**src/rtl/core/dda_pkg.sv**
```systemverilog
// Package for the DDA line rasteriser: widths, the queued segment type.
// No dependencies; used by every module of the block.
package dda_pkg;

  localparam int COORD_W     = 6;
  localparam int COLOR_W     = 4;
  localparam int IN_W        = 4 * COORD_W;
  localparam int OUT_W       = 2 * COORD_W + COLOR_W;
  localparam int QUEUE_DEPTH = 2;

  typedef struct packed {
    logic [COORD_W-1:0] xs;
    logic [COORD_W-1:0] ys;
    logic [COORD_W-1:0] adx;
    logic [COORD_W-1:0] ady;
    logic [COORD_W-1:0] s;
    logic               sx;
    logic               sy;
  } seg_t;

endpackage

```
**src/rtl/core/dda_front.sv**
```systemverilog
// Front end: clamps segment end points to the tile and classifies the segment.
// Depends on dda_pkg.
module dda_front #(
  parameter int TILE_SIZE = 64
) (
  input  logic [dda_pkg::IN_W-1:0] tdata,
  output dda_pkg::seg_t            seg
);
  import dda_pkg::*;

  localparam logic [COORD_W-1:0] TILE_MAX = COORD_W'(TILE_SIZE - 1);

  logic [COORD_W-1:0] xs, ys, xe, ye;

  function automatic logic [COORD_W-1:0] clamp(input logic [COORD_W-1:0] v);
    clamp = (v > TILE_MAX) ? TILE_MAX : v;
  endfunction

  always_comb begin
    xs      = clamp(tdata[0*COORD_W +: COORD_W]);
    ys      = clamp(tdata[1*COORD_W +: COORD_W]);
    xe      = clamp(tdata[2*COORD_W +: COORD_W]);
    ye      = clamp(tdata[3*COORD_W +: COORD_W]);
    seg.xs  = xs;
    seg.ys  = ys;
    seg.sx  = xe < xs;
    seg.sy  = ye < ys;
    seg.adx = seg.sx ? xs - xe : xe - xs;
    seg.ady = seg.sy ? ys - ye : ye - ys;
    seg.s   = (seg.adx > seg.ady) ? seg.adx : seg.ady;
  end

endmodule

```
**src/rtl/core/dda_queue.sv**
```systemverilog
// Two-entry queue of classified segments between front and back end.
// Depends on dda_pkg.
module dda_queue (
  input  logic          clk,
  input  logic          rst,
  input  logic          push,
  input  dda_pkg::seg_t push_seg,
  input  logic          pop,
  output dda_pkg::seg_t head,
  output logic          full,
  output logic          empty
);
  import dda_pkg::*;

  localparam int PTR_W = $clog2(QUEUE_DEPTH);
  localparam int CNT_W = $clog2(QUEUE_DEPTH + 1);

  seg_t             mem [QUEUE_DEPTH];
  logic [PTR_W-1:0] wr_ptr, rd_ptr;
  logic [CNT_W-1:0] count;

  assign full  = count == CNT_W'(QUEUE_DEPTH);
  assign empty = count == '0;
  assign head  = mem[rd_ptr];

  always_ff @(posedge clk) begin
    if (push) begin
      mem[wr_ptr] <= push_seg;
    end
  end

  always_ff @(posedge clk) begin
    if (rst) begin
      wr_ptr <= '0;
      rd_ptr <= '0;
      count  <= '0;
    end else begin
      if (push) begin
        wr_ptr <= wr_ptr + 1'b1;
      end
      if (pop) begin
        rd_ptr <= rd_ptr + 1'b1;
      end
      if (push && !pop) begin
        count <= count + 1'b1;
      end else if (pop && !push) begin
        count <= count - 1'b1;
      end
    end
  end

endmodule

```
**src/rtl/core/dda_div.sv**
```systemverilog
// Restoring divider, one quotient bit per cycle: |dx|*2^F/s and |dy|*2^F/s.
// Depends on dda_pkg.
module dda_div #(
  parameter int FRAC_BITS = 12
) (
  input  logic                 clk,
  input  logic                 rst,
  input  logic                 start,
  input  dda_pkg::seg_t        seg,
  output logic                 done,
  output logic [FRAC_BITS:0]   quot_x,
  output logic [FRAC_BITS:0]   quot_y
);
  import dda_pkg::*;

  localparam int NUM_W = COORD_W + FRAC_BITS;
  localparam int CNT_W = $clog2(NUM_W + 1);

  logic [NUM_W-1:0]   num_x, num_y;
  logic [COORD_W-1:0] rem_x, rem_y, div_s;
  logic [COORD_W:0]   trial_x, trial_y;
  logic               ge_x, ge_y;
  logic [CNT_W-1:0]   cnt;
  logic               busy;

  assign trial_x = {rem_x, num_x[NUM_W-1]};
  assign trial_y = {rem_y, num_y[NUM_W-1]};
  assign ge_x    = trial_x >= {1'b0, div_s};
  assign ge_y    = trial_y >= {1'b0, div_s};
  assign quot_x  = num_x[FRAC_BITS:0];
  assign quot_y  = num_y[FRAC_BITS:0];

  always_ff @(posedge clk) begin
    if (start) begin
      num_x <= {seg.adx, FRAC_BITS'(0)};
      num_y <= {seg.ady, FRAC_BITS'(0)};
      rem_x <= '0;
      rem_y <= '0;
      div_s <= seg.s;
    end else if (busy) begin
      num_x <= {num_x[NUM_W-2:0], ge_x};
      num_y <= {num_y[NUM_W-2:0], ge_y};
      rem_x <= ge_x ? COORD_W'(trial_x - {1'b0, div_s}) : trial_x[COORD_W-1:0];
      rem_y <= ge_y ? COORD_W'(trial_y - {1'b0, div_s}) : trial_y[COORD_W-1:0];
    end
  end

  always_ff @(posedge clk) begin
    if (rst) begin
      busy <= 1'b0;
      done <= 1'b0;
      cnt  <= '0;
    end else begin
      done <= 1'b0;
      if (start) begin
        busy <= 1'b1;
        cnt  <= CNT_W'(NUM_W);
      end else if (busy) begin
        cnt <= cnt - 1'b1;
        if (cnt == CNT_W'(1)) begin
          busy <= 1'b0;
          done <= 1'b1;
        end
      end
    end
  end

endmodule

```
**src/rtl/core/dda_back.sv**
```systemverilog
// Back end: takes segments from the queue, sets up the increments and
// steps the fixed-point position, one pixel per transaction. Uses dda_pkg, dda_div.
module dda_back #(
  parameter int TILE_SIZE = 64,
  parameter int FRAC_BITS = 12
) (
  input  logic                        clk,
  input  logic                        rst,
  input  dda_pkg::seg_t               head,
  input  logic                        empty,
  output logic                        pop,
  input  logic [dda_pkg::COLOR_W-1:0] pixel_color,
  output logic                        m_tvalid,
  input  logic                        m_tready,
  output logic [dda_pkg::OUT_W-1:0]   m_tdata,
  output logic                        m_tlast
);
  import dda_pkg::*;

  localparam int POS_W = COORD_W + FRAC_BITS + 1;
  localparam int CNT_W = $clog2(TILE_SIZE);

  localparam logic [1:0] ST_IDLE = 2'd0;
  localparam logic [1:0] ST_DIV  = 2'd1;
  localparam logic [1:0] ST_RUN  = 2'd2;

  logic [1:0]           state;
  logic [POS_W-1:0]     pos_x, pos_y, step_x, step_y;
  logic [CNT_W-1:0]     steps_left;
  logic                 sign_x, sign_y;
  logic                 div_start, div_done, emit;
  logic [FRAC_BITS:0]   quot_x, quot_y;
  logic [POS_W-1:0]     qx_ext, qy_ext;

  assign pop       = (state == ST_IDLE) && !empty;
  assign div_start = pop && (head.s != '0);
  assign emit      = (state == ST_RUN) && (!m_tvalid || m_tready);
  assign qx_ext    = POS_W'(quot_x);
  assign qy_ext    = POS_W'(quot_y);

  dda_div #(
    .FRAC_BITS(FRAC_BITS)
  ) u_div (
    .clk   (clk),
    .rst   (rst),
    .start (div_start),
    .seg   (head),
    .done  (div_done),
    .quot_x(quot_x),
    .quot_y(quot_y)
  );

  always_ff @(posedge clk) begin
    if (pop) begin
      pos_x      <= {1'b0, head.xs, 1'b1, (FRAC_BITS-1)'(0)};
      pos_y      <= {1'b0, head.ys, 1'b1, (FRAC_BITS-1)'(0)};
      steps_left <= head.s[CNT_W-1:0];
      sign_x     <= head.sx;
      sign_y     <= head.sy;
      step_x     <= '0;
      step_y     <= '0;
    end else if (div_done) begin
      step_x <= sign_x ? POS_W'(0) - qx_ext : qx_ext;
      step_y <= sign_y ? POS_W'(0) - qy_ext : qy_ext;
    end else if (emit && steps_left != '0) begin
      pos_x      <= pos_x + step_x;
      pos_y      <= pos_y + step_y;
      steps_left <= steps_left - 1'b1;
    end
  end

  always_ff @(posedge clk) begin
    if (emit) begin
      m_tdata <= {pixel_color, pos_y[FRAC_BITS +: COORD_W], pos_x[FRAC_BITS +: COORD_W]};
      m_tlast <= steps_left == '0;
    end
  end

  always_ff @(posedge clk) begin
    if (rst) begin
      state    <= ST_IDLE;
      m_tvalid <= 1'b0;
    end else begin
      if (emit) begin
        m_tvalid <= 1'b1;
      end else if (m_tready) begin
        m_tvalid <= 1'b0;
      end
      case (state)
        ST_IDLE: begin
          if (pop) begin
            state <= div_start ? ST_DIV : ST_RUN;
          end
        end
        ST_DIV: begin
          if (div_done) begin
            state <= ST_RUN;
          end
        end
        ST_RUN: begin
          if (emit && steps_left == '0) begin
            state <= ST_IDLE;
          end
        end
        default: state <= ST_IDLE;
      endcase
    end
  end

  a_last_ends_run: assert property (@(posedge clk) disable iff (rst)
    emit && steps_left == '0 |=> state == ST_IDLE && m_tvalid && m_tlast)
    else $error("last pixel did not end the segment");

  a_done_in_div: assert property (@(posedge clk) disable iff (rst)
    div_done |-> state == ST_DIV)
    else $error("divider finished outside setup");

  a_pixel_in_tile: assert property (@(posedge clk) disable iff (rst)
    m_tvalid |-> m_tdata[COORD_W-1:0] <= COORD_W'(TILE_SIZE - 1))
    else $error("pixel x outside tile");

  a_no_pop_busy: assert property (@(posedge clk) disable iff (rst)
    pop |-> !(state == ST_RUN) && !(state == ST_DIV))
    else $error("segment taken while another is in progress");

endmodule

```
**src/rtl/core/dda_line_rasterizer.sv**
```systemverilog
// Top level of the DDA line rasteriser: colour register, front end, queue, back end.
// Depends on dda_pkg, dda_front, dda_queue, dda_back.
//
//   channel   dir  fields (lowest bit up)
//   s_axis    in   tdata: x_start[5:0] y_start[11:6] x_end[17:12] y_end[23:18]
//   m_axis    out  tdata: pixel_x[5:0] pixel_y[11:6] color[15:12]; tlast: last_pixel
//   cfg       in   cfg_we, cfg_wdata: pixel_color[3:0]
//
// A segment of s steps leaves the queue, runs through the bit-serial divider, has its
// increments loaded, then yields s + 1 pixels; with s = 0 divider and load are skipped.
// The queue holds two segments, so input is taken while the back end runs.
// Synchronous reset clears control state and sets the colour to 14.
// A stalled output holds the pixel and the stepper; the divider works on regardless.
module dda_line_rasterizer #(
  parameter int TILE_SIZE = 64,
  parameter int FRAC_BITS = 12
) (
  input  logic                        clk,
  input  logic                        rst,
  input  logic                        s_axis_tvalid,
  output logic                        s_axis_tready,
  input  logic [dda_pkg::IN_W-1:0]    s_axis_tdata,   // x_start, y_start, x_end, y_end
  output logic                        m_axis_tvalid,
  input  logic                        m_axis_tready,
  output logic [dda_pkg::OUT_W-1:0]   m_axis_tdata,   // pixel_x, pixel_y, color
  output logic                        m_axis_tlast,
  input  logic                        cfg_we,
  input  logic [dda_pkg::COLOR_W-1:0] cfg_wdata
);
  import dda_pkg::*;

  localparam logic [COLOR_W-1:0] COLOR_RESET = COLOR_W'(14);

  logic [COLOR_W-1:0] pixel_color;
  seg_t               front_seg, head;
  logic               push, pop, full, empty;

  assign s_axis_tready = !full;
  assign push          = s_axis_tvalid && !full;

  always_ff @(posedge clk) begin
    if (rst) begin
      pixel_color <= COLOR_RESET;
    end else if (cfg_we) begin
      pixel_color <= cfg_wdata;
    end
  end

  dda_front #(
    .TILE_SIZE(TILE_SIZE)
  ) u_front (
    .tdata(s_axis_tdata),
    .seg  (front_seg)
  );

  dda_queue u_queue (
    .clk     (clk),
    .rst     (rst),
    .push    (push),
    .push_seg(front_seg),
    .pop     (pop),
    .head    (head),
    .full    (full),
    .empty   (empty)
  );

  dda_back #(
    .TILE_SIZE(TILE_SIZE),
    .FRAC_BITS(FRAC_BITS)
  ) u_back (
    .clk        (clk),
    .rst        (rst),
    .head       (head),
    .empty      (empty),
    .pop        (pop),
    .pixel_color(pixel_color),
    .m_tvalid   (m_axis_tvalid),
    .m_tready   (m_axis_tready),
    .m_tdata    (m_axis_tdata),
    .m_tlast    (m_axis_tlast)
  );

endmodule

```
**config.mk**
```make
export PLATFORM = sky130hd
export DESIGN_NAME = dda_line_rasterizer
export DESIGN_NICKNAME = d
export VERILOG_FILES = /design/src/rtl/core/dda_pkg.sv /design/src/rtl/core/dda_front.sv /design/src/rtl/core/dda_queue.sv /design/src/rtl/core/dda_div.sv /design/src/rtl/core/dda_back.sv /design/src/rtl/core/dda_line_rasterizer.sv
export SDC_FILE = /design/constraint.sdc
export NUM_CORES = 1
export LEC_CHECK = 0
export BUFFER_PORTS_ARGS = -buffer_cell sky130_fd_sc_hd__buf_2
export CORE_MARGIN = 1
export CORE_UTILIZATION = 50
export DETAILED_ROUTE_END_ITERATION = 16
export PLACE_DENSITY = 0.67
export SETUP_SLACK_MARGIN = 0.05
export SLEW_MARGIN = 25
export SYNTH_ARGS = -nofsm -noshare
export SYNTH_HDL_FRONTEND = slang
export SYNTH_SLANG_ARGS = --single-unit
```
**constraint.sdc**
```tcl
create_clock -name clk -period 4.9 [get_ports clk]
set_input_delay 0.49 -clock clk [delete_from_list [all_inputs] [get_ports clk]]
set_output_delay 0.49 -clock clk [all_outputs]
set_load 0.02 [all_outputs]
```
; ---- Word-level counts from Yosys, hierarchy flattened
; Memories as Yosys holds them, arrays and structs flattened. A register that Yosys moved wholly into a read port is not among the register bits.
; Cells that the tools add are included.
[totals]
input_bits = 33
mem_count = 1
latchBits = 0
mem_bits_ro = 0
out_inout_bits = 19
register_bits = 173
elab_cells = 135
ramBits = 64
[classes]
add_sub_neg = 16
mux = 43
div = 0
multipliers = 0
n_reduce_logical = 28
n_lt_le_gt_ge = 9
shifts = 0
bitwise_logic = 2
n_eq_ne = 8
[memory_table]
columns = memory, depth, width, rd, rd_clocked_by_memory_dff, wr, line_no
row1 = u_queue.mem, 2, 32, 1, 1, 1, dda_queue.sv:18  ; seg_t mem [QUEUE_DEPTH];
[ops]
columns = op, n
row1 = 18-bit 2-to-1 mux, 10
row2 = 6-bit 2-to-1 mux, 12
row3 = 19-bit adder, 2
row4 = 19-bit 2-to-1 mux, 2
row5 = 6-bit subtractor, 6
row6 = 1-bit by 13-bit subtractor with 14-bit output (first input constant), 2
row7 = 6-bit greater-than comparator (second input constant), 4
row8 = 7-bit by 6-bit greater-or-equal comparator with 1-bit output, 2
row9 = 6-bit < comparator, 2
row10 = 2-bit 2-to-1 mux, 6
row11 = 6-bit nonzero test, 2
row12 = 1-bit 2-to-1 mux, 10
row13 = 5-bit 2-to-1 mux, 2
row14 = 1-bit logical AND, 8
row15 = 2-bit nonzero test, 4
row16 = 6-bit greater-than comparator, 1
row17 = 6-bit zero test, 1
row18 = 2-bit case mux with 3 select lines, 1
row19 = 6-bit by 1-bit subtractor with 6-bit output (second input constant), 1
row20 = 5-bit by 1-bit == test with 1-bit output (second input constant), 1
row21 = 1-bit zero test, 5
row22 = 5-bit by 1-bit subtractor with 5-bit output (second input constant), 1
row23 = 2-bit == test (second input constant), 2
row24 = 2-bit zero test, 2
row25 = 12 further kinds, 17

; ---- Longest topological paths before layout
; Gate-level depths: netlist of the first run.
[depth]
word_depth = 7
ltp_mapped = 15
depth_no_buf = 15

; ---- By module
; A second synthesis of the first run with hierarchy kept.
[unflattened]
cells_unflattened = 1220
area_unflattened_um2 = 12510.7
[modules_own_cells]
columns = module, seq_area_each_um2, n_inst, area_per_inst_um2, cells_each
row1 = dda_back, 2212.1, 1, 5477.8, 598
row2 = dda_div, 1401.3, 1, 3140.5, 315
row3 = dda_queue, 2021.9, 1, 2517.4, 122
row4 = dda_front, 0.0, 1, 1226.2, 171
row5 = dda_line_rasterizer, 80.1, 1, 148.9, 14

; ---- Worst setup path after synthesis of the first run
; OpenSTA, ideal clock, no wires.
[synth_path]
kind = input to register
startpoint = input s_axis_tdata[1] (netlist name)
endpoint = memory u_queue.mem[0][2] (netlist name), data pin
stages = 14
arrival_time_ps = 3596
setup_time_ps = 262
required_time_ps = 4638
setup_slack_ps = 1041
path_buffers = 1
cell_sequence = clkbuf_1 > fa_1 > nand2b_1 > a21o_1 > a31oi_2 > mux2i_1 > xor2_1 > inv_1 > ha_1 > nand3_1 > nor2_1 > o31a_1 > o22ai_2 > mux2_2
[synth_lines]
columns = item, line_no
row1 = "start, declared", dda_line_rasterizer.sv:22  ; input logic [dda_pkg::IN_W-1:0] s_axis_tdata,
row2 = "end, declared", dda_queue.sv:18

==> impl_results.md, run 1 <==
* Wirelength per Cell at about 16 um
* Core area at about 24,000 um2
* Most used DFF post-synth: edfxtp_1
* Htree depth at 1
* Hold_sp: s_axis_tdata[5]
* Placed insts at roughly 1,500
* Pwr Density at ~580 nW/um2
* Global route total overflow at 0
* # resized after CTS at 0
* Starting Density at 0.512
* Syn nets at between 1,000 and 1,500
* Most frequent cells after synthesis: 119 x edfxtp_1, 107 x dfxtp_1, 91 x nor2_1
* Worst-Margin Slew at 917 ps
* Synth top area share at 0.296
* DIE AREA at between 20,000 and 25,000 um2
* Syn. warnings at 0
* Reg2Reg Launch Point: u_back.step_y[1]$_SDFFE_PP0P_
* First-pass GRT wire length at roughly 40,000 um
* Share of cells above drive strength 1 at 0.108
* Post-CTS Setup Bufs at 0
* Fin crit share at 0.784
* Number of I/O pins at 52
* Root buf cell: clkbuf_16
* Worst r2r path cells at 7
* Detailed Route WL at 24,300 um
* Hold depth at 1
* Asr flop ratio synth at 0
* GRT Overall Usage at 0.203
* Crit path from: s_axis_tdata[0]
* Iter 0 DRT Violations at 492
* Clock tree buffer depth at 3
* First-pass DRT Iterations at 5
* Reg-to-reg slack, setup at between 2000 and 2500 ps
* Rows at 56
* Gate Count Post-Synth at 1,180
* Setup_tns at 0 ps
* TritonCTS clock tree: yes
* I/O Buffers at between 50 and 60
* Arrival @ worst endpoint at 4110 ps
* Layout Cells excl Fill at roughly 1,500
* Post-DR vias/cell at 5.57
* Clock Pin Slew Worst Setup and Hold Paths at ~60 ps
* Sinks on Clock Net at between 200 and 250
* Crit. End Element: register
* Vert. Die Dim at between 150 and 200 um
* Layout area overhead at 10.1%
* # Max-Cap Violations at 0
* Final setup viols at 0
* Leak pwr at approximately 0.0053 uW
* Min cycle time layout at between 3000 and 4000 ps
* Area post-placement at about 13,000 um2
* Most frequent cell after synthesis: edfxtp_1
* Slew Limit Headroom at 0.387
* Hold Crit Class: in -> reg
* Layout Skew at 15.5 ps
* Worst Path Class, Setup: in -> reg
* Gpl congestion at 0.843
* Die W at roughly 160 um
* Startpoint types: input port
* Nets at ~1,300
* Final HPWL DP at 16,800 um
* Synth cell types at 67
* Status: completed
* Reg-to-reg endpoint: u_back.pos_y[17]$_DFFE_PP_
* Initial antenna violation count at 0
* Highest achievable clock rate at 0.260 GHz
* Sequential area share after synthesis at 0.473
* Max-slew violation count at 0
* Synthesized area at about 12,000 um2
* Number of global-route vias before repair at 8,071
* Vias at 8,534
* Worst VDD drop at 0.228 mV
* Area contributors post-synth: edfxtp_1 30%, dfxtp_1 18%, ha_1 7.8%
* Filler Cell Count at 2,048
* RSZ-0062 raised after global routing: no
* Critical path peak fanout at 6
* EDFF count, synth at between 100 and 150
* Number of synthesized register bits at between 200 and 250
* Fin area at 13,300 um2
* Fin. Hold Viols at 0
* Worst EP required at 5170 ps
* Hold EP: u_queue.mem[0][31]$_DFFE_PP_
* Post-synthesis cell type with the largest combined area: edfxtp_1
* Drt drc at 0
* Post-DRT Antenna Nets at 0
* Mapped Avg Cell Area at just over 10 um2
* Clk_lat worst skew at 520 ps
* Cts hold-fix bufs at 0
* Largest net degree at the start of global routing at 57
* Total CTS buffers at 25
* Fin util at 0.564
* Antenna diodes at 0
-- registers in the layout, summed over array words and instances, names as in the netlist, 4 cells and up, named ones only --
register	flops
u_back.pos_x	18
u_back.u_div.num_y	18
u_back.u_div.rem_x	6
u_back.u_div.div_s	6
u_back.step_y	14
u_queue.mem	64
u_back.u_div.num_x	18
u_back.m_tdata	16
pixel_color	4
u_back.steps_left	6
u_back.step_x	14
u_back.u_div.cnt	5
u_back.pos_y	18
u_back.u_div.rem_y	6
-- layer usage --
layer	routed length (um)	global-route usage	share of wire	vias to the layer above
li1	-	-	-	4297
met1	11500	0.272	0.47	4019
met2	11200	0.343	0.46	178
met3	1000	0.0262	0.041	40
met4	574	0.0583	0.024	0
met5	0	0	0	-
-- critical path: stages --
cell      delay, ps
buf_2           120
nor2b_1         160
fa_1            410
nand2b_1        180
a21o_1          180
a31oi_2         400
mux2i_1         270
xor2_1          240
inv_1           110
ha_1            320
nand3_1         150
nor2_1           60
o31a_1          290
o22ai_2         340
mux2_2          400
-- worst max-delay path by stage --
stage / endpoint / slack, ps / cells after the start
floorplan: u_queue.mem[0][2]$_DFFE_PP_ / 1040 / 14
global placement: u_queue.mem[0][2]$_DFFE_PP_ / 630 / 15
detailed placement: u_queue.mem[1][2]$_DFFE_PP_ / 520 / 15
CTS: u_queue.mem[1][3]$_DFFE_PP_ / 1050 / 15
global route: u_queue.mem[1][3]$_DFFE_PP_ / 880 / 15
finish: u_queue.mem[1][3]$_DFFE_PP_ / 1060 / 15
-- cells in the final DEF, fill, tap and decap left out, types with 4 or more instances in the layout --
master,count
nor3_1,16
dfxtp_1,104
o311ai_0,4
o21ai_0,89
edfxtp_1,119
fa_1,8
a211oi_1,20
inv_1,67
mux2i_1,69
nor2b_1,20
nor3_2,5
clkbuf_16,25
xnor2_1,28
a21o_1,15
a31oi_1,7
nand4_1,8
buf_2,51
buf_4,10
clkinv_2,4
nor2_1,89
mux2_2,9
o31ai_1,10
nand3_1,49
o31a_1,5
ha_1,75
clkbuf_8,5
nand2_1,50
o211ai_1,10
or3_1,7
o21a_1,13
nand2b_1,21
xor2_1,44
o22ai_1,8
nor4b_1,4
a21oi_1,75
clkbuf_1,10
-- report_power, final --
part           leakage, uW  switching (uW)  internal [uW]
sequential         0.00199             349           2650
combinational      0.00288            1750           1110
clock             0.000390             730           1070
total              0.00527            2820           4830
-- per-stage QoR --
step | setup WS, ps | power [uW] | hold slack [ps]
final | 1060 | 7660 | 178
after detailed placement | 519 | 5890 | 410
after global routing | 883 | 8170 | 170
after floorplan | 1040 | 5190 | 401
after global placement | 628 | 5820 | 403
after CTS | 1050 | 7720 | 164
-- final cells by class --
type	instances	area [um2]	area share
multi-input combinational	812	5810	0.437
sequential	226	5720	0.430
clock buffer	40	732	0.0550
tap	319	399	0.0300
timing repair buffer	61	330	0.0248
inverter	68	258	0.0194
clock inverter	6	58.8	0.00442
-- cells by family (layout without fill, tap and decap cells) --
logic type | count (synthesis) | in the layout | synth area share
XOR/XNOR | 72 | 72 | 0.0522
flip-flops | 226 | 226 | 0.473
multiplexers | 80 | 80 | 0.0680
buffers and inverters | 142 | 175 | 0.0474
adder cells (fa/ha/maj) | 83 | 83 | 0.0909
AND/OR/NAND/NOR | 288 | 288 | 0.116
AO/OA/AOI/OAI | 289 | 289 | 0.152
No activity file was read; power rests on OpenSTA's default activity.
==> inputs of run 2 (changes only) <==
PLACE_DENSITY = 0.69   (was 0.67)
clock period = 3.4 ns   (was 4.9 ns; I/O delays follow)
==> impl_results.md, run 2 (synthesis results as in run 1) <==
* Status: completed
* Critical path peak fanout at 5 (-1)
* Filler Cell Count at 2,075 (+1.3%)
* Worst hold slack at 30.1 ps (-148 ps)
* Slew Limit Headroom at 0.543 (+0.155)
* Wirelength per Cell at 16.0 um (+1.1%)
* Root buf cell: clkbuf_16
* Total CTS buffers at 25 (unchanged)
* DIE AREA at 24,800 um2 (unchanged)
* Antenna diodes at 0 (unchanged)
* Biggest register: u_queue.mem
* Vert. Die Dim at 157 um (unchanged)
* Arrival @ worst endpoint at 3370 ps (-740 ps)
* Sinks on Clock Net at 226 (unchanged)
* Startpoint types: input port
* Starting Density at 0.512 (unchanged)
* Share of cells above drive strength 1 at 0.140 (+0.0325)
* Layout area overhead at 12.9%
* Clk_lat worst skew at 520 ps (about the same)
* # Max-Cap Violations at 0 (unchanged)
* Largest net degree at the start of global routing at 56 (-1.8%)
* First-pass GRT wire length at 41,700 um (+4.0%)
* Pwr Density at 826 nW/um2 (+44%)
* Post-DR vias/cell at 5.53 (-0.66%)
* Clock Pin Slew Worst Setup and Hold Paths at 60 ps (about the same)
* Post-CTS Setup Bufs at 0 (unchanged)
* Die W at 157 um (unchanged)
* Min cycle time layout at roughly 3000 ps
* Highest achievable clock rate at around 0.33 GHz
* Cts hold-fix bufs at 0 (unchanged)
* Most frequent cells in the layout: 119 x edfxtp_1, 104 x dfxtp_1, 89 x nor2_1, 89 x o21ai_0
* Layout Skew at 11.3 ps (-4.26 ps)
* I/O Buffers at 51 (unchanged)
* Area post-placement at 12,800 um2 (+2.5%)
* Most common cell after layout, fill and taps aside: edfxtp_1
* RSZ-0062 raised after global routing: no
* Vias at 8,660 (+1.5%)
* Clock tree buffer depth at 3 (unchanged)
* Leak pwr at 0.00545 uW (+3.4%)
* Iter 0 DRT Violations at 577 (+17%)
* # resized after CTS at 0 (unchanged)
* Max-slew violation count at 0 (unchanged)
* Largest register FFs at 64 (unchanged)
* Htree depth at 1 (unchanged)
* Worst EP required at 3740 ps (-1430 ps)
* Hold Crit Class: in -> reg
* Worst VDD drop at 0.476 mV (+110%)
* Final setup viols at 0 (unchanged)
* Gpl congestion at 0.848 (+0.57%)
* Detailed Route WL at 25,000 um (+3.2%)
* Number of I/O pins at 52 (unchanged)
* Fin crit share at 0.889
* Fin. Hold Viols at 0 (unchanged)
* First-pass DRT Iterations at 7 (+2)
* Worst Path Class, Setup: in -> reg
* Global route total overflow at 0 (unchanged)
* Drt drc at 0 (unchanged)
* Post-DRT Antenna Nets at 0 (unchanged)
* Crit. End Element: register
* Fin util at 0.578 (+0.0143)
* Final HPWL DP at 17,400 um (+3.7%)
* Setup_tns at 0 ps (unchanged)
* Core area at 23,600 um2 (unchanged)
* Rows at 56 (unchanged)
* Fin area at 13,600 um2 (+2.5%)
* Number of global-route vias before repair at 8,372 (+3.7%)
* TritonCTS clock tree: yes
* Worst-Margin Slew at 680 ps (-237 ps)
* Initial antenna violation count at 0 (unchanged)
* Nets at 1,343 (+2.5%)
* GRT Overall Usage at 0.210 (+0.00702)
run 2: changes by cell type in the layout (fill, tap and decap cells not counted), moves of 2 or more:
cell,before,now
clkinv_1,0,5
mux2_4,2,4
clkbuf_8,5,0
a31oi_4,0,2
clkinv_2,4,7
mux2_2,9,7
buf_4,10,43
clkbuf_1,10,2
fa_1,8,6
clkinvlp_4,0,3
a31oi_2,2,0
fa_2,0,2
run 2: power breakdown:
part	switching, uW	internal, uW
Sequential	468	3820
Clock	1110	1540
Combinational	2590	1740
run 2: critical path: stages:
cell and delay [ps]:
buf_2 100, nor2b_4 120, fa_2 360, nand2b_4 160
a21o_1 220, a31oi_4 230, mux2i_1 240, xor2_1 190
inv_1 110, ha_4 230, a21oi_2 110, nor2b_1 50
o31a_1 300, o22ai_4 170, buf_4 190, mux2i_1 230
run 2: metal layers:
metal / routed length (um) / share of wire / vias up / GRT usage
li1: - / - / 4350 / -
met1: 11900 / 0.47 / 4134 / 0.283
met2: 11800 / 0.47 / 138 / 0.355
met3: 764 / 0.031 / 38 / 0.0273
met4: 562 / 0.022 / 0 / 0.0550
met5: 0 / 0 / - / 0
run 2: layout make-up:
| type | instances | area (um2) | area share |
|---|---|---|---|
| clock buffers | 28 | 658 | 0.0482 |
| inverters | 68 | 258 | 0.0189 |
| repair buffers | 94 | 578 | 0.0424 |
| well taps | 319 | 399 | 0.0292 |
| clock inverters | 18 | 145 | 0.0106 |
| multi-input cells | 812 | 5890 | 0.432 |
| flip-flops and latches | 226 | 5720 | 0.419 |
run 2: per-stage QoR:
step,std cells,power (uW),setup WS (ps)
final,1565,11300,378
after CTS,1565,11400,406
after detailed placement,1519,8670,-107
after global routing,1565,12100,188
after global placement,1519,8560,-78.3
after floorplan,1180,7530,37.5
run 2: final timing paths:
check / cells past startpoint / slack (ps) / endpoint / start
setup / recovery: 16 / 380 / u_queue.mem[1][7]$_DFFE_PP_ / s_axis_tdata[0]
hold / removal: 2 / 30 / pixel_color[3]$_SDFFE_PP1P_ / cfg_wdata[3]
setup reg to reg: 7 / 680 / u_back.pos_y[17]$_DFFE_PP_ / u_back.step_y[1]$_SDFFE_PP0P_
hold reg to reg: 0 / 420 / u_back.m_tdata[14]$_DFFE_PP_ / pixel_color[2]$_SDFFE_PP1P_
==> inputs of run 3 (changes only) <==
CAP_MARGIN = 20   (was not set)
CORE_UTILIZATION = 45   (was 50)
PLACE_DENSITY = not set   (was 0.69)
==> impl_results.md, run 3 (synthesis results as in run 1) <==
* Area of the multi-input gates at 5920 um2 (+0.47%)
* Biggest register: u_queue.mem
* Iter 0 DRT Violations at 549 (-4.9%)
* Worst VDD drop at 0.343 mV (-28%)
* Min cycle time layout at 3130 ps (+106 ps)
* Htree depth at 1 (unchanged)
* Number of global-route vias before repair at 8,251 (-1.4%)
* Final setup viols at 0 (unchanged)
* TritonCTS clock tree: yes
* Share of cells above drive strength 1 at 0.144 (+0.00366)
* Clk_lat worst skew at 530 ps (about the same)
* Total CTS buffers at 26 (+4.0%)
* Antenna diodes at 0 (unchanged)
* DIE AREA at 27,500 um2 (+11%)
* RSZ-0062 raised after global routing: no
* Die W at 166 um (+5.3%)
* Core area at 26,200 um2 (+11%)
* First-pass GRT wire length at 41,800 um (+0.15%)
* Layout Skew at 23.6 ps (+12.3 ps)
* Vert. Die Dim at 166 um (+5.3%)
* I/O Buffers at 51 (unchanged)
* Wirelength per Cell at 15.9 um (-0.64%)
* Area post-placement at 12,900 um2 (+0.57%)
* Arrival @ worst endpoint at 3410 ps (+40 ps)
* Vias at 8,606 (-0.62%)
* Largest register FFs at 64 (unchanged)
* Most frequent cells in the layout: 119 x edfxtp_1, 104 x dfxtp_1, 89 x nor2_1, 89 x o21ai_0, 74 x a21oi_1
* Most common cell after layout, fill and taps aside: edfxtp_1
* Status: finished, violations left
* Worst-Margin Slew at 732 ps (+52.2 ps)
* Fin area at 13,800 um2 (+0.84%)
* Post-DR vias/cell at 5.41 (-2.2%)
* Global route total overflow at 0 (unchanged)
* Highest achievable clock rate at 0.320 GHz (-3.4%)
* # Max-Cap Violations at 0 (unchanged)
* Rows at 59 (+5.4%)
* Max-slew violation count at 0 (unchanged)
* Starting Density at 0.461 (-0.0506)
* Failing checks: design-rule violations
* Post-CTS Setup Bufs at 0 (unchanged)
* Initial antenna violation count at 0 (unchanged)
* Placed insts at 1,542 (+1.5%)
* Filler Cell Count at 2,320 (+12%)
* Layout Cells excl Fill at 1,591 (+1.7%)
* Post-DRT Antenna Nets at 0 (unchanged)
* Clock Pin Slew Worst Setup and Hold Paths at 60 ps (about the same)
* Leak pwr at 0.00548 uW (+0.53%)
* Fin crit share at 0.920 (+0.0311)
* Hold Crit Class: in -> reg
* Root buf cell: clkbuf_16
* Worst EP required at 3680 ps (-60 ps)
* Storage element area at 5720 um2 (unchanged)
* Critical path peak fanout at 5 (unchanged)
* First-pass DRT Iterations at 11 (+4)
* Layout area overhead at 13.9%
* Sinks on Clock Net at 226 (unchanged)
* Pwr Density at 823 nW/um2 (-0.40%)
* GRT Overall Usage at 0.185 (-0.0253)
* Nets at 1,352 (+0.67%)
* Final HPWL DP at 18,300 um (+4.7%)
* Fin. Hold Viols at 0 (unchanged)
* Number of I/O pins at 52 (unchanged)
* Slew Limit Headroom at 0.508 (-0.0351)
* Startpoint types: input port
* Drt drc at 5 (+5)
* Largest net degree at the start of global routing at 50 (-11%)
* Crit. End Element: register
* Detailed Route WL at 25,300 um (+1.0%)
* Worst Path Class, Setup: in -> reg
* Gpl congestion at 0.882 (+4.0%)
* Clock tree buffer depth at 3 (unchanged)
## run 3: cell type report
cell class                      instances  share of cell area
Timing Repair Buffer                  102              0.0468
Clock buffer                           43              0.0541
Sequential cell                       226               0.416
Tap cell                              335              0.0305
Clock inverter                          5             0.00436
Inverter                               68              0.0187
Multi-Input combinational cell        812               0.430
## run 3: what timing repair did
action,CTS,global route
hold endpoints to repair,2,0
hold buffers,1,0
resized for setup,0,6
endpoints found under the setup margin,0,12
## run 3: critical path, stage by stage
cell	delay (ps)
dlygate4sd3_1	520
buf_2	120
inv_1	70
ha_4	290
nor2_1	70
a31oi_4	240
mux2i_2	250
xor2_1	200
inv_1	100
ha_4	230
a21oi_2	110
nor2b_1	50
o31a_1	310
o22ai_4	170
mux2_4	330
## run 3: metal layers
layer / global-route usage / part of all wire / vias up
met5: 0 / 0 / -
met4: 0.0500 / 0.024 / 0
met3: 0.0281 / 0.040 / 42
met2: 0.314 / 0.46 / 153
met1: 0.246 / 0.47 / 4025
li1: - / - / 4386
## run 3: power by group
part	switching, uW	internal, uW	total, uW
sequential	494	3820	4310
clock	1080	1560	2640
combinational	2600	1770	4360
total	4170	7150	11300
## run 3: path summary, 6_finish.rpt
| path | start | endpoint | cells past startpoint | slack, ps |
|---|---|---|---|---|
| min | s_axis_tdata[2] | u_queue.mem[0][28]$_DFFE_PP_ | 1 | 30 |
| min reg2reg | pixel_color[2]$_SDFFE_PP1P_ | u_back.m_tdata[14]$_DFFE_PP_ | 0 | 420 |
| max reg2reg | register | u_back.u_div.num_x[16]$_DFFE_PP_ | 5 | 710 |
| max | s_axis_tdata[5] | u_queue.mem[1][3]$_DFFE_PP_ | 15 | 270 |
## run 3: stage by stage
| step | worst slack, ps | TNS, ps | util | total power, uW | hold WS [ps] |
|---|---|---|---|---|---|
| floorplan | 37.5 | 0 | - | 7530 | 401 |
| global placement | -83.5 | -756 | 0.493 | 8620 | 406 |
| detailed placement | -179 | -1610 | 0.493 | 8710 | 410 |
| CTS | 188 | 0 | 0.524 | 11400 | 11.5 |
| global route | 105 | 0 | 0.525 | 12100 | 14.4 |
| finish | 272 | 0 | 0.525 | 11300 | 33.4 |
